[src/rtl/core/i2c_master_transfer_sequencer_core_macros.svh]
// Assertion macros for the two-wire transfer sequencer core.
// Used by the top level only; expects signals clk and rst_n in scope.
`ifndef I2C_MASTER_TRANSFER_SEQUENCER_CORE_MACROS_SVH
`define I2C_MASTER_TRANSFER_SEQUENCER_CORE_MACROS_SVH

// The consequent must hold in the cycle after the antecedent.
`define I2CMS_ASSERT_NEXT(label, ante, cons) \
    label: assert property (@(posedge clk) disable iff (!rst_n) (ante) |=> (cons)) \
        else $error("sequencer check failed on the following cycle");

// The consequent must hold in the same cycle as the antecedent.
`define I2CMS_ASSERT_SAME(label, ante, cons) \
    label: assert property (@(posedge clk) disable iff (!rst_n) (ante) |-> (cons)) \
        else $error("sequencer check failed in the same cycle");

`endif

[src/rtl/core/i2cms_pkg.sv]
// Shared types and codes of the two-wire transfer sequencer core.
// No dependencies; used by every module of the core.
`timescale 1ns / 1ps

package i2cms_pkg;

    localparam int DEFAULT_BUFFER_DEPTH = 16;

    typedef enum logic [1:0] {
        KIND_LOAD  = 2'd0,
        KIND_START = 2'd1,
        KIND_EVENT = 2'd2,
        KIND_READ  = 2'd3
    } kind_t;

    typedef enum logic [3:0] {
        ST_START        = 4'd0,
        ST_REP_START    = 4'd1,
        ST_ADDR_W_ACK   = 4'd2,
        ST_DATA_TX_ACK  = 4'd3,
        ST_ADDR_R_ACK   = 4'd4,
        ST_DATA_RX_ACK  = 4'd5,
        ST_DATA_RX_NACK = 4'd6,
        ST_ARB_LOST     = 4'd7,
        ST_ADDR_W_NACK  = 4'd8,
        ST_ADDR_R_NACK  = 4'd9,
        ST_DATA_TX_NACK = 4'd10,
        ST_BUS_ERROR    = 4'd11,
        ST_OTHER        = 4'd12
    } bus_status_t;

    typedef enum logic [2:0] {
        CMD_NONE    = 3'd0,
        CMD_START   = 3'd1,
        CMD_TX      = 3'd2,
        CMD_RX_ACK  = 3'd3,
        CMD_RX_NACK = 3'd4,
        CMD_STOP    = 3'd5,
        CMD_RESET   = 3'd6
    } cmd_t;

    typedef enum logic [2:0] {
        ERR_NONE        = 3'd0,
        ERR_ADDR_W_NACK = 3'd1,
        ERR_ADDR_R_NACK = 3'd2,
        ERR_DATA_NACK   = 3'd3,
        ERR_BUS         = 3'd4,
        ERR_OTHER       = 3'd5
    } err_t;

    typedef struct packed {
        kind_t       kind;
        logic [6:0]  device_address;
        logic        read_not_write;
        logic [3:0]  length;
        logic [3:0]  byte_index;
        logic [7:0]  payload_byte;
        bus_status_t bus_status;
    } item_t;

    typedef struct packed {
        cmd_t       command;
        logic [7:0] tx_byte;
        logic [7:0] read_data;
        logic       busy_res;
        logic       success;
        err_t       error_code;
    } result_t;

    typedef struct packed {
        logic busy;
        logic success;
        err_t error_code;
    } status_t;

    typedef struct packed {
        logic       en;
        logic [7:0] data;
    } buf_wr_t;

endpackage

[src/rtl/core/i2cms_buffer.sv]
// Byte buffer of the transfer sequencer: one write port, one registered read port.
// Depends on i2cms_pkg for the write request type.
`timescale 1ns / 1ps

module i2cms_buffer #(
    parameter int DEPTH = i2cms_pkg::DEFAULT_BUFFER_DEPTH
) (
    input  logic                     clk,
    input  i2cms_pkg::buf_wr_t       wr,
    input  logic [$clog2(DEPTH)-1:0] wr_addr,
    input  logic                     rd_en,
    input  logic [$clog2(DEPTH)-1:0] rd_addr,
    output logic [7:0]               rd_data
);

    logic [7:0] mem [DEPTH];
    logic [7:0] rd_data_reg;

    always_ff @(posedge clk)
    begin
        if (wr.en)
        begin
            mem[wr_addr] <= wr.data;
        end
    end

    // A write in the same cycle to the entry being read is passed straight through.
    always_ff @(posedge clk)
    begin
        if (rd_en)
        begin
            if (wr.en && (wr_addr == rd_addr))
            begin
                rd_data_reg <= wr.data;
            end
            else
            begin
                rd_data_reg <= mem[rd_addr];
            end
        end
    end

    assign rd_data = rd_data_reg;

endmodule

[src/rtl/core/i2cms_engine.sv]
// Decision logic and transfer state of the sequencer: pointer, size, busy and status.
// Depends on i2cms_pkg; drives the write and read addresses of i2cms_buffer.
`timescale 1ns / 1ps

module i2cms_engine #(
    parameter int DEPTH = i2cms_pkg::DEFAULT_BUFFER_DEPTH
) (
    input  logic                     clk,
    input  logic                     rst_n,
    input  logic                     go,
    input  i2cms_pkg::item_t         cur,
    input  i2cms_pkg::item_t         nxt,
    input  logic [7:0]               buf_data,
    output i2cms_pkg::buf_wr_t       wr,
    output logic [$clog2(DEPTH)-1:0] wr_addr,
    output logic [$clog2(DEPTH)-1:0] rd_addr,
    output i2cms_pkg::result_t       res,
    output i2cms_pkg::status_t       status
);

    localparam int AW    = $clog2(DEPTH);
    localparam int PTR_W = $clog2(DEPTH + 1);
    localparam int CW    = (PTR_W + 1 > 5) ? PTR_W + 1 : 5;
    localparam logic [CW-1:0] DEPTH_W = CW'(DEPTH);

    logic [PTR_W-1:0]      ptr_reg, ptr_next;
    logic [PTR_W-1:0]      size_reg, size_next;
    logic                  busy_reg, busy_next;
    logic                  succ_reg, succ_next;
    i2cms_pkg::err_t       err_reg, err_next;

    logic [CW-1:0] ptr_w, ptr_inc_w, size_w, idx_w, p_w, p_inc_w, adv_w, adv_inc_w;
    logic [CW-1:0] len_sz_w, size_clamp_w, nxt_idx_w, rd_addr_w;
    logic          restart, nxt_restart;
    i2cms_pkg::cmd_t cmd;
    logic [7:0]    tx, rd;

    assign ptr_w     = CW'(ptr_reg);
    assign ptr_inc_w = ptr_w + CW'(1);
    assign size_w    = CW'(size_reg);
    assign idx_w     = CW'(cur.byte_index) + CW'(1);
    assign restart   = (cur.bus_status == i2cms_pkg::ST_START) ||
                       (cur.bus_status == i2cms_pkg::ST_REP_START);
    assign p_w       = restart ? '0 : ptr_w;
    assign p_inc_w   = p_w + CW'(1);
    // The pointer saturates at the buffer depth.
    assign adv_w     = (ptr_w < DEPTH_W) ? ptr_inc_w : ptr_w;
    assign adv_inc_w = adv_w + CW'(1);
    assign len_sz_w  = CW'(cur.length) + CW'(1);
    assign size_clamp_w = (len_sz_w > DEPTH_W) ? DEPTH_W : len_sz_w;

    always_comb
    begin
        ptr_next  = ptr_reg;
        size_next = size_reg;
        busy_next = busy_reg;
        succ_next = succ_reg;
        err_next  = err_reg;
        cmd       = i2cms_pkg::CMD_NONE;
        tx        = '0;
        rd        = '0;
        wr.en     = 1'b0;
        wr.data   = cur.payload_byte;
        wr_addr   = idx_w[AW-1:0];
        if (go)
        begin
            case (cur.kind)
                i2cms_pkg::KIND_LOAD:
                begin
                    wr.en = !busy_reg && (idx_w < DEPTH_W);
                end
                i2cms_pkg::KIND_START:
                begin
                    if (!busy_reg)
                    begin
                        wr.en     = 1'b1;
                        wr_addr   = '0;
                        wr.data   = {cur.device_address, cur.read_not_write};
                        size_next = size_clamp_w[PTR_W-1:0];
                        succ_next = 1'b0;
                        err_next  = i2cms_pkg::ERR_NONE;
                        busy_next = 1'b1;
                        cmd       = i2cms_pkg::CMD_START;
                    end
                end
                i2cms_pkg::KIND_EVENT:
                begin
                    if (busy_reg)
                    begin
                        case (cur.bus_status)
                            i2cms_pkg::ST_START, i2cms_pkg::ST_REP_START,
                            i2cms_pkg::ST_ADDR_W_ACK, i2cms_pkg::ST_DATA_TX_ACK:
                            begin
                                ptr_next = p_w[PTR_W-1:0];
                                if ((p_w < size_w) && (p_w < DEPTH_W))
                                begin
                                    tx       = buf_data;
                                    ptr_next = p_inc_w[PTR_W-1:0];
                                    cmd      = i2cms_pkg::CMD_TX;
                                end
                                else
                                begin
                                    succ_next = 1'b1;
                                    busy_next = 1'b0;
                                    cmd       = i2cms_pkg::CMD_STOP;
                                end
                            end
                            i2cms_pkg::ST_ADDR_R_ACK:
                            begin
                                cmd = (ptr_inc_w < size_w) ? i2cms_pkg::CMD_RX_ACK
                                                           : i2cms_pkg::CMD_RX_NACK;
                            end
                            i2cms_pkg::ST_DATA_RX_ACK:
                            begin
                                wr.en    = (ptr_w < DEPTH_W);
                                wr_addr  = ptr_w[AW-1:0];
                                ptr_next = adv_w[PTR_W-1:0];
                                cmd = (adv_inc_w < size_w) ? i2cms_pkg::CMD_RX_ACK
                                                           : i2cms_pkg::CMD_RX_NACK;
                            end
                            i2cms_pkg::ST_DATA_RX_NACK:
                            begin
                                wr.en     = (ptr_w < DEPTH_W);
                                wr_addr   = ptr_w[AW-1:0];
                                succ_next = 1'b1;
                                busy_next = 1'b0;
                                cmd       = i2cms_pkg::CMD_STOP;
                            end
                            i2cms_pkg::ST_ARB_LOST:
                            begin
                                cmd = i2cms_pkg::CMD_START;
                            end
                            i2cms_pkg::ST_ADDR_W_NACK:
                            begin
                                err_next  = i2cms_pkg::ERR_ADDR_W_NACK;
                                busy_next = 1'b0;
                                cmd       = i2cms_pkg::CMD_RESET;
                            end
                            i2cms_pkg::ST_ADDR_R_NACK:
                            begin
                                err_next  = i2cms_pkg::ERR_ADDR_R_NACK;
                                busy_next = 1'b0;
                                cmd       = i2cms_pkg::CMD_RESET;
                            end
                            i2cms_pkg::ST_DATA_TX_NACK:
                            begin
                                err_next  = i2cms_pkg::ERR_DATA_NACK;
                                busy_next = 1'b0;
                                cmd       = i2cms_pkg::CMD_RESET;
                            end
                            i2cms_pkg::ST_BUS_ERROR:
                            begin
                                err_next  = i2cms_pkg::ERR_BUS;
                                busy_next = 1'b0;
                                cmd       = i2cms_pkg::CMD_RESET;
                            end
                            default:
                            begin
                                err_next  = i2cms_pkg::ERR_OTHER;
                                busy_next = 1'b0;
                                cmd       = i2cms_pkg::CMD_RESET;
                            end
                        endcase
                    end
                end
                i2cms_pkg::KIND_READ:
                begin
                    if (!busy_reg && succ_reg && (idx_w < DEPTH_W))
                    begin
                        rd = buf_data;
                    end
                end
                default:
                begin
                end
            endcase
        end
    end

    // The buffer read for the following request is launched with the pointer
    // as this request leaves it, so its data is ready when that request is decided.
    assign nxt_idx_w   = CW'(nxt.byte_index) + CW'(1);
    assign nxt_restart = (nxt.bus_status == i2cms_pkg::ST_START) ||
                         (nxt.bus_status == i2cms_pkg::ST_REP_START);
    assign rd_addr_w   = (nxt.kind == i2cms_pkg::KIND_EVENT)
                         ? (nxt_restart ? '0 : CW'(ptr_next)) : nxt_idx_w;
    assign rd_addr     = rd_addr_w[AW-1:0];

    always_ff @(posedge clk or negedge rst_n)
    begin
        if (!rst_n)
        begin
            ptr_reg  <= '0;
            size_reg <= '0;
            busy_reg <= 1'b0;
            succ_reg <= 1'b0;
            err_reg  <= i2cms_pkg::ERR_NONE;
        end
        else
        begin
            ptr_reg  <= ptr_next;
            size_reg <= size_next;
            busy_reg <= busy_next;
            succ_reg <= succ_next;
            err_reg  <= err_next;
        end
    end

    assign res.command    = cmd;
    assign res.tx_byte    = tx;
    assign res.read_data  = rd;
    assign res.busy_res   = busy_next;
    assign res.success    = succ_next;
    assign res.error_code = err_next;

    assign status.busy       = busy_reg;
    assign status.success    = succ_reg;
    assign status.error_code = err_reg;

endmodule

[src/rtl/core/i2c_master_transfer_sequencer_core.sv]
// Two-wire bus master transfer sequencer: top level with request and result registers.
// Depends on i2cms_pkg, i2cms_buffer, i2cms_engine and the core macros header.
//
// Requests enter on the s_ group: s_tuser carries the kind (load byte, start
// transfer, bus status event, read back) and s_tdata the remaining fields.
// Every request gives exactly one result on the m_ group, carrying the next
// bus command, the byte to transmit, read-back data and the transfer status.
// A request accepted into the request register is decided from it once the result
// register is free, and its result is registered there and shown on m_tvalid.
// One request per cycle is sustained while m_tready stays high; the figure is set
// by the single decision stage between the request register and the result
// register, with the buffer read launched as the request is accepted.
// While the result waits for m_tready, the request register still takes one
// more request; s_tready falls only when both registers are occupied and
// m_tready is low. After reset the block is idle, not busy, with no success
// and no error; buffer contents are undefined until written.
`timescale 1ns / 1ps
`include "i2c_master_transfer_sequencer_core_macros.svh"

module i2c_master_transfer_sequencer_core #(
    parameter int BUFFER_DEPTH = i2cms_pkg::DEFAULT_BUFFER_DEPTH
) (
    input  logic        clk,
    input  logic        rst_n,
    input  logic        s_tvalid,
    output logic        s_tready,
    // device_address[6:0], read_not_write[7], length[11:8], byte_index[15:12],
    // payload_byte[23:16], bus_status[27:24], zero[31:28]
    input  logic [31:0] s_tdata,
    // kind[1:0]
    input  logic [1:0]  s_tuser,
    output logic        m_tvalid,
    input  logic        m_tready,
    // command[2:0], tx_byte[10:3], read_data[18:11], busy_res[19], success[20],
    // error_code[23:21]
    output logic [23:0] m_tdata
);

    localparam int AW = $clog2(BUFFER_DEPTH);

    i2cms_pkg::item_t   in_item_reg;
    i2cms_pkg::item_t   nxt_item;
    logic               in_valid_reg, in_valid_next;
    i2cms_pkg::result_t out_reg;
    i2cms_pkg::result_t res;
    logic               out_valid_reg, out_valid_next;
    i2cms_pkg::status_t status;
    i2cms_pkg::buf_wr_t wr;
    logic [AW-1:0]      wr_addr, rd_addr;
    logic [7:0]         buf_data;
    logic               out_free, go, s_acc;

    assign nxt_item.kind           = i2cms_pkg::kind_t'(s_tuser);
    assign nxt_item.device_address = s_tdata[6:0];
    assign nxt_item.read_not_write = s_tdata[7];
    assign nxt_item.length         = s_tdata[11:8];
    assign nxt_item.byte_index     = s_tdata[15:12];
    assign nxt_item.payload_byte   = s_tdata[23:16];
    assign nxt_item.bus_status     = i2cms_pkg::bus_status_t'(s_tdata[27:24]);

    assign out_free = !out_valid_reg || m_tready;
    assign go       = in_valid_reg && out_free;
    assign s_tready = !in_valid_reg || out_free;
    assign s_acc    = s_tvalid && s_tready;

    always_comb
    begin
        in_valid_next = in_valid_reg;
        if (s_acc)
        begin
            in_valid_next = 1'b1;
        end
        else if (go)
        begin
            in_valid_next = 1'b0;
        end
        out_valid_next = out_valid_reg;
        if (go)
        begin
            out_valid_next = 1'b1;
        end
        else if (m_tready)
        begin
            out_valid_next = 1'b0;
        end
    end

    always_ff @(posedge clk or negedge rst_n)
    begin
        if (!rst_n)
        begin
            in_valid_reg  <= 1'b0;
            out_valid_reg <= 1'b0;
        end
        else
        begin
            in_valid_reg  <= in_valid_next;
            out_valid_reg <= out_valid_next;
        end
    end

    always_ff @(posedge clk)
    begin
        if (s_acc)
        begin
            in_item_reg <= nxt_item;
        end
        if (go)
        begin
            out_reg <= res;
        end
    end

    i2cms_engine #(
        .DEPTH (BUFFER_DEPTH)
    ) u_engine (
        .clk      (clk),
        .rst_n    (rst_n),
        .go       (go),
        .cur      (in_item_reg),
        .nxt      (nxt_item),
        .buf_data (buf_data),
        .wr       (wr),
        .wr_addr  (wr_addr),
        .rd_addr  (rd_addr),
        .res      (res),
        .status   (status)
    );

    i2cms_buffer #(
        .DEPTH (BUFFER_DEPTH)
    ) u_buffer (
        .clk     (clk),
        .wr      (wr),
        .wr_addr (wr_addr),
        .rd_en   (s_acc),
        .rd_addr (rd_addr),
        .rd_data (buf_data)
    );

    assign m_tvalid = out_valid_reg;
    assign m_tdata  = {out_reg.error_code, out_reg.success, out_reg.busy_res,
                       out_reg.read_data, out_reg.tx_byte, out_reg.command};

    // A decided request always shows up as a result on the next cycle.
    `I2CMS_ASSERT_NEXT(a_go_gives_result, go, m_tvalid)
    // Busy can only be raised by a start request decided in the cycle before.
    `I2CMS_ASSERT_SAME(a_busy_from_start, $rose(status.busy),
        $past(go && (in_item_reg.kind == i2cms_pkg::KIND_START)))
    // Success is only reported once the transfer has finished.
    `I2CMS_ASSERT_SAME(a_success_idle, status.success, !status.busy)

endmodule

[config.mk]
export PLATFORM = sky130hd
export DESIGN_NAME = i2c_master_transfer_sequencer_core
export DESIGN_NICKNAME = d
export VERILOG_FILES = /design/src/rtl/core/i2cms_pkg.sv /design/src/rtl/core/i2cms_buffer.sv /design/src/rtl/core/i2cms_engine.sv /design/src/rtl/core/i2c_master_transfer_sequencer_core.sv
export VERILOG_INCLUDE_DIRS = /design/src /design/src/rtl/core
export SDC_FILE = /design/constraint.sdc
export NUM_CORES = 1
export LEC_CHECK = 0
export ABC_CLOCK_PERIOD_IN_PS = 5060
export BUFFER_PORTS_ARGS = -buffer_cell sky130_fd_sc_hd__buf_2
export CORE_ASPECT_RATIO = 0.7
export CORE_MARGIN = 2
export CORE_UTILIZATION = 50
export DETAILED_ROUTE_END_ITERATION = 8
export GPL_TIMING_DRIVEN = 1
export PLACE_DENSITY = 0.74
export SLEW_MARGIN = 5
export SYNTH_ARGS = -nofsm -noshare
export SYNTH_HDL_FRONTEND = slang
export SYNTH_HIERARCHICAL = 1
export SYNTH_SLANG_ARGS = --single-unit
[constraint.sdc]
create_clock -name clk -period 5.06 [get_ports clk]
set_input_delay 0.759 -clock clk [delete_from_list [all_inputs] [get_ports clk]]
set_output_delay 0.759 -clock clk [all_outputs]
set_load 0.02 [all_outputs]
==> key figures <==
Global route
  – Largest net degree at the start of global routing: 39
  – Initial antenna violation count: 0
  – Global-route wire length before repair: 30.35 mm
  – Vias in the first global route: 5365
  – GRT Util Overall: 19.84%
  – Grt total ovfl: 0

STA
  – Fin Hold WS: 208.7 ps
  – Sum of negative setup slack: 0 ps
  – Fin crit share: 91.76%
  – Final Skew: 23.07 ps
  – Max Clock Freq: 215.4 MHz
  – Slew headroom: 23.84%
  – RSZ-0062 raised after global routing: false
  – Worst-Margin Slew: 1130 ps
  – Slew Limit Fails: 0
  – Min cycle time layout: 4643 ps
  – Final setup violation count: 0
  – Final Hold Viols: 0

Drt
  – Drt drc: 0
  – ANT nets after route: 0
  – DR vias/cell: 5.835
  – Vias: 5281
  – Wirelength per Cell: 21.14 µm
  – Final wirelength: 19.13 mm
  – Initial DRC count: 463
  – First-pass DRT Iterations: 5

Place
  – GP Congestion: 0.9180
  – Port Buffer Count: 59
  – DPL Wire Length: 13.24 mm

Floorplanning
  – Top Ports: 64
  – Row count: 41
  – Initial Util: 51.64%
  – Die span in y: 118.7 µm
  – Chip Width: 167.9 µm
  – Total die area: 19940 µm²
  – CORE AREA: 18210 µm²

Clocking
  – Num CTS Buffers: 20
  – CTS tree: built
  – PostCTS Resize Cnt: 0
  – Clock Pin Slew Worst Setup and Hold Paths: 70 ps
  – Hold-fix buffers at CTS: 0
  – Clock Path Buffers: 3
  – Insertion delay of the later-clocked pin in the worst-skew pair: 500 ps
  – Sink Count: 207
  – H-tree levels: 1
  – Root Buffer Master: clkbuf_16
  – Postcts setup bufs: 0

Critical path
  – Worst Path Arrival: 4890 ps
  – CP Launch Type: flip-flop
  – Slowest-stage cell, CP: mux4_1
  – Crit path max-delay family: multiplexers
  – CP endpoint kind: flip-flop
  – Crit Path Category: flip-flop to flip-flop
  – Critical Path Fanout Max: 33
  – Worst stage delay on the critical path: 630 ps
  – Cell chain of the critical path: nor3_4 > and2b_2 > ha_1 > nand3_1 > nand3_1 > a21oi_4 > or2_1 > a31oi_1 > o32ai_4 > buf_12 > mux4_1 > mux2i_1 > mux2i_1 > mux2_2
  – WP data required: 5310 ps
  – Buf/Inv on CP: 1

Layout
  – Share of cells above drive strength 1: 23.02%
  – FF+latch area: 6131 µm²
  – Area Growth Syn to Fin: 13.04%
  – Final #Nets: 717
  – Multi-input logic area: 3085 µm²
  – Fill cell count: 1378
  – Diodes inserted: 0
  – Max reg flops: 128

Yosys
  – Post-synthesis instance total: 585
  – Avg Synthesized Cell Area: 16.08 µm²
  – Syn Nets: 647
  – Post-Syn Area: 9404 µm²
  – Synth warn: 6

Power
  – Switching power: 1159 µW
  – Cell Int Power: 3157 µW
  – Clk pwr share: 33.8%
  – Leakage power: 0.003844 µW
  – Worst vdd ir: 0.1875 mV
  – Power Density: 406.0 nW/µm²
  – Seq pwr share: 47.8%
  – Switching Share: 26.85%
  – Combinational share of power: 18.4%

Job
  – Max-cap violations: 0

Status
  – Status: complete, no violations

Hold path
  – Hold/Removal Path Class: primary input to asynchronous set/reset pin
-- routing by layer --
metal	track usage, %	share of wire [%]
met5	0	0
met4	3.967	1.6
met3	3.516	5.8
met2	28.80	42
met1	31.52	50
-- power by group through the flow --
stage	logic, µW	registers, µW	clock network (µW)
after floorplan	581	2070	0
after global placement	759	2100	0
after detailed placement	782	2100	0
after CTS	791	2060	1490
after global routing	881	2080	1560
final	793	2060	1460
-- worst paths after layout --
check / start / to / slack (ps) / depth (start not counted)
setup / recovery: in_item_reg[3]$_DFFE_PP_ / u_buffer/rd_data[0]$_DFFE_PP_ / 420 / 14
hold / removal: rst_n / u_engine/ptr_reg[4]$_DFFE_PN0P_ / 210 / 1
setup reg to reg: in_item_reg[3]$_DFFE_PP_ / u_buffer/rd_data[0]$_DFFE_PP_ / 420 / 14
hold reg to reg: u_engine/size_reg[4]$_DFFE_PN0P_ / u_engine/size_reg[4]$_DFFE_PN0P_ / 490 / 2
max in group asynchronous: rst_n / m_tvalid$_DFFE_PN0P_ / 4520 / 1
min in group clk: s_tdata[24] / in_item_reg[0]$_DFFE_PP_ / 440 / 1
-- metrics by stage --
| stage | util [%] | total power, µW | setup WS, ps | std cells | area (µm²) |
|---|---|---|---|---|---|
| final | 58.37 | 4316 | 416.9 | 905 | 10630 |
| after floorplan | - | 2651 | 879.3 | 585 | 9404 |
| after CTS | 58.37 | 4345 | 473.4 | 905 | 10630 |
| after detailed placement | 54.83 | 2879 | 498.7 | 869 | 9985 |
| after global routing | 58.37 | 4519 | 212.6 | 905 | 10630 |
| after global placement | 54.83 | 2855 | 513.0 | 869 | 9985 |
-- worst reg2reg max path, cell delays in order (launching register included) --
cell and delay [ps]:
edfxtp_1 550, nor3_4 390, and2b_2 270, ha_1 320
nand3_1 80, nand3_1 210, a21oi_4 300, or2_1 140
a31oi_1 130, o32ai_4 340, buf_12 300, mux4_1 640
mux2i_1 340, mux2i_1 120, mux2_2 270
-- cell usage in the layout, fill, tap and decap left out, drive strengths merged, types with 4 or more instances in the layout --
| cell | n |
|---|---|
| edfxtp | 190 |
| xnor2 | 9 |
| dfrtp | 17 |
| buf | 75 |
| clkinv | 8 |
| nand3 | 15 |
| mux2 | 18 |
| clkbuf | 24 |
| and3 | 5 |
| inv | 12 |
| o21ai | 30 |
| nand4 | 4 |
| xor2 | 8 |
| nor3 | 8 |
| mux4 | 32 |
| nand2b | 10 |
| or3 | 4 |
| nand2 | 25 |
| a31oi | 4 |
| nor2 | 33 |
| mux2i | 24 |
| and2b | 6 |
| and2 | 25 |
| a21oi | 15 |
| ha | 24 |
-- cell type report --
class | instances | area share [%]
clock buffer | 24 | 5.049
multi-input combinational | 339 | 29.03
clock inverter | 12 | 1.024
inverter | 12 | 0.4237
tap | 236 | 2.778
sequential | 207 | 57.67
timing repair buffer | 75 | 4.025
Power figures use the tool's default switching activity.
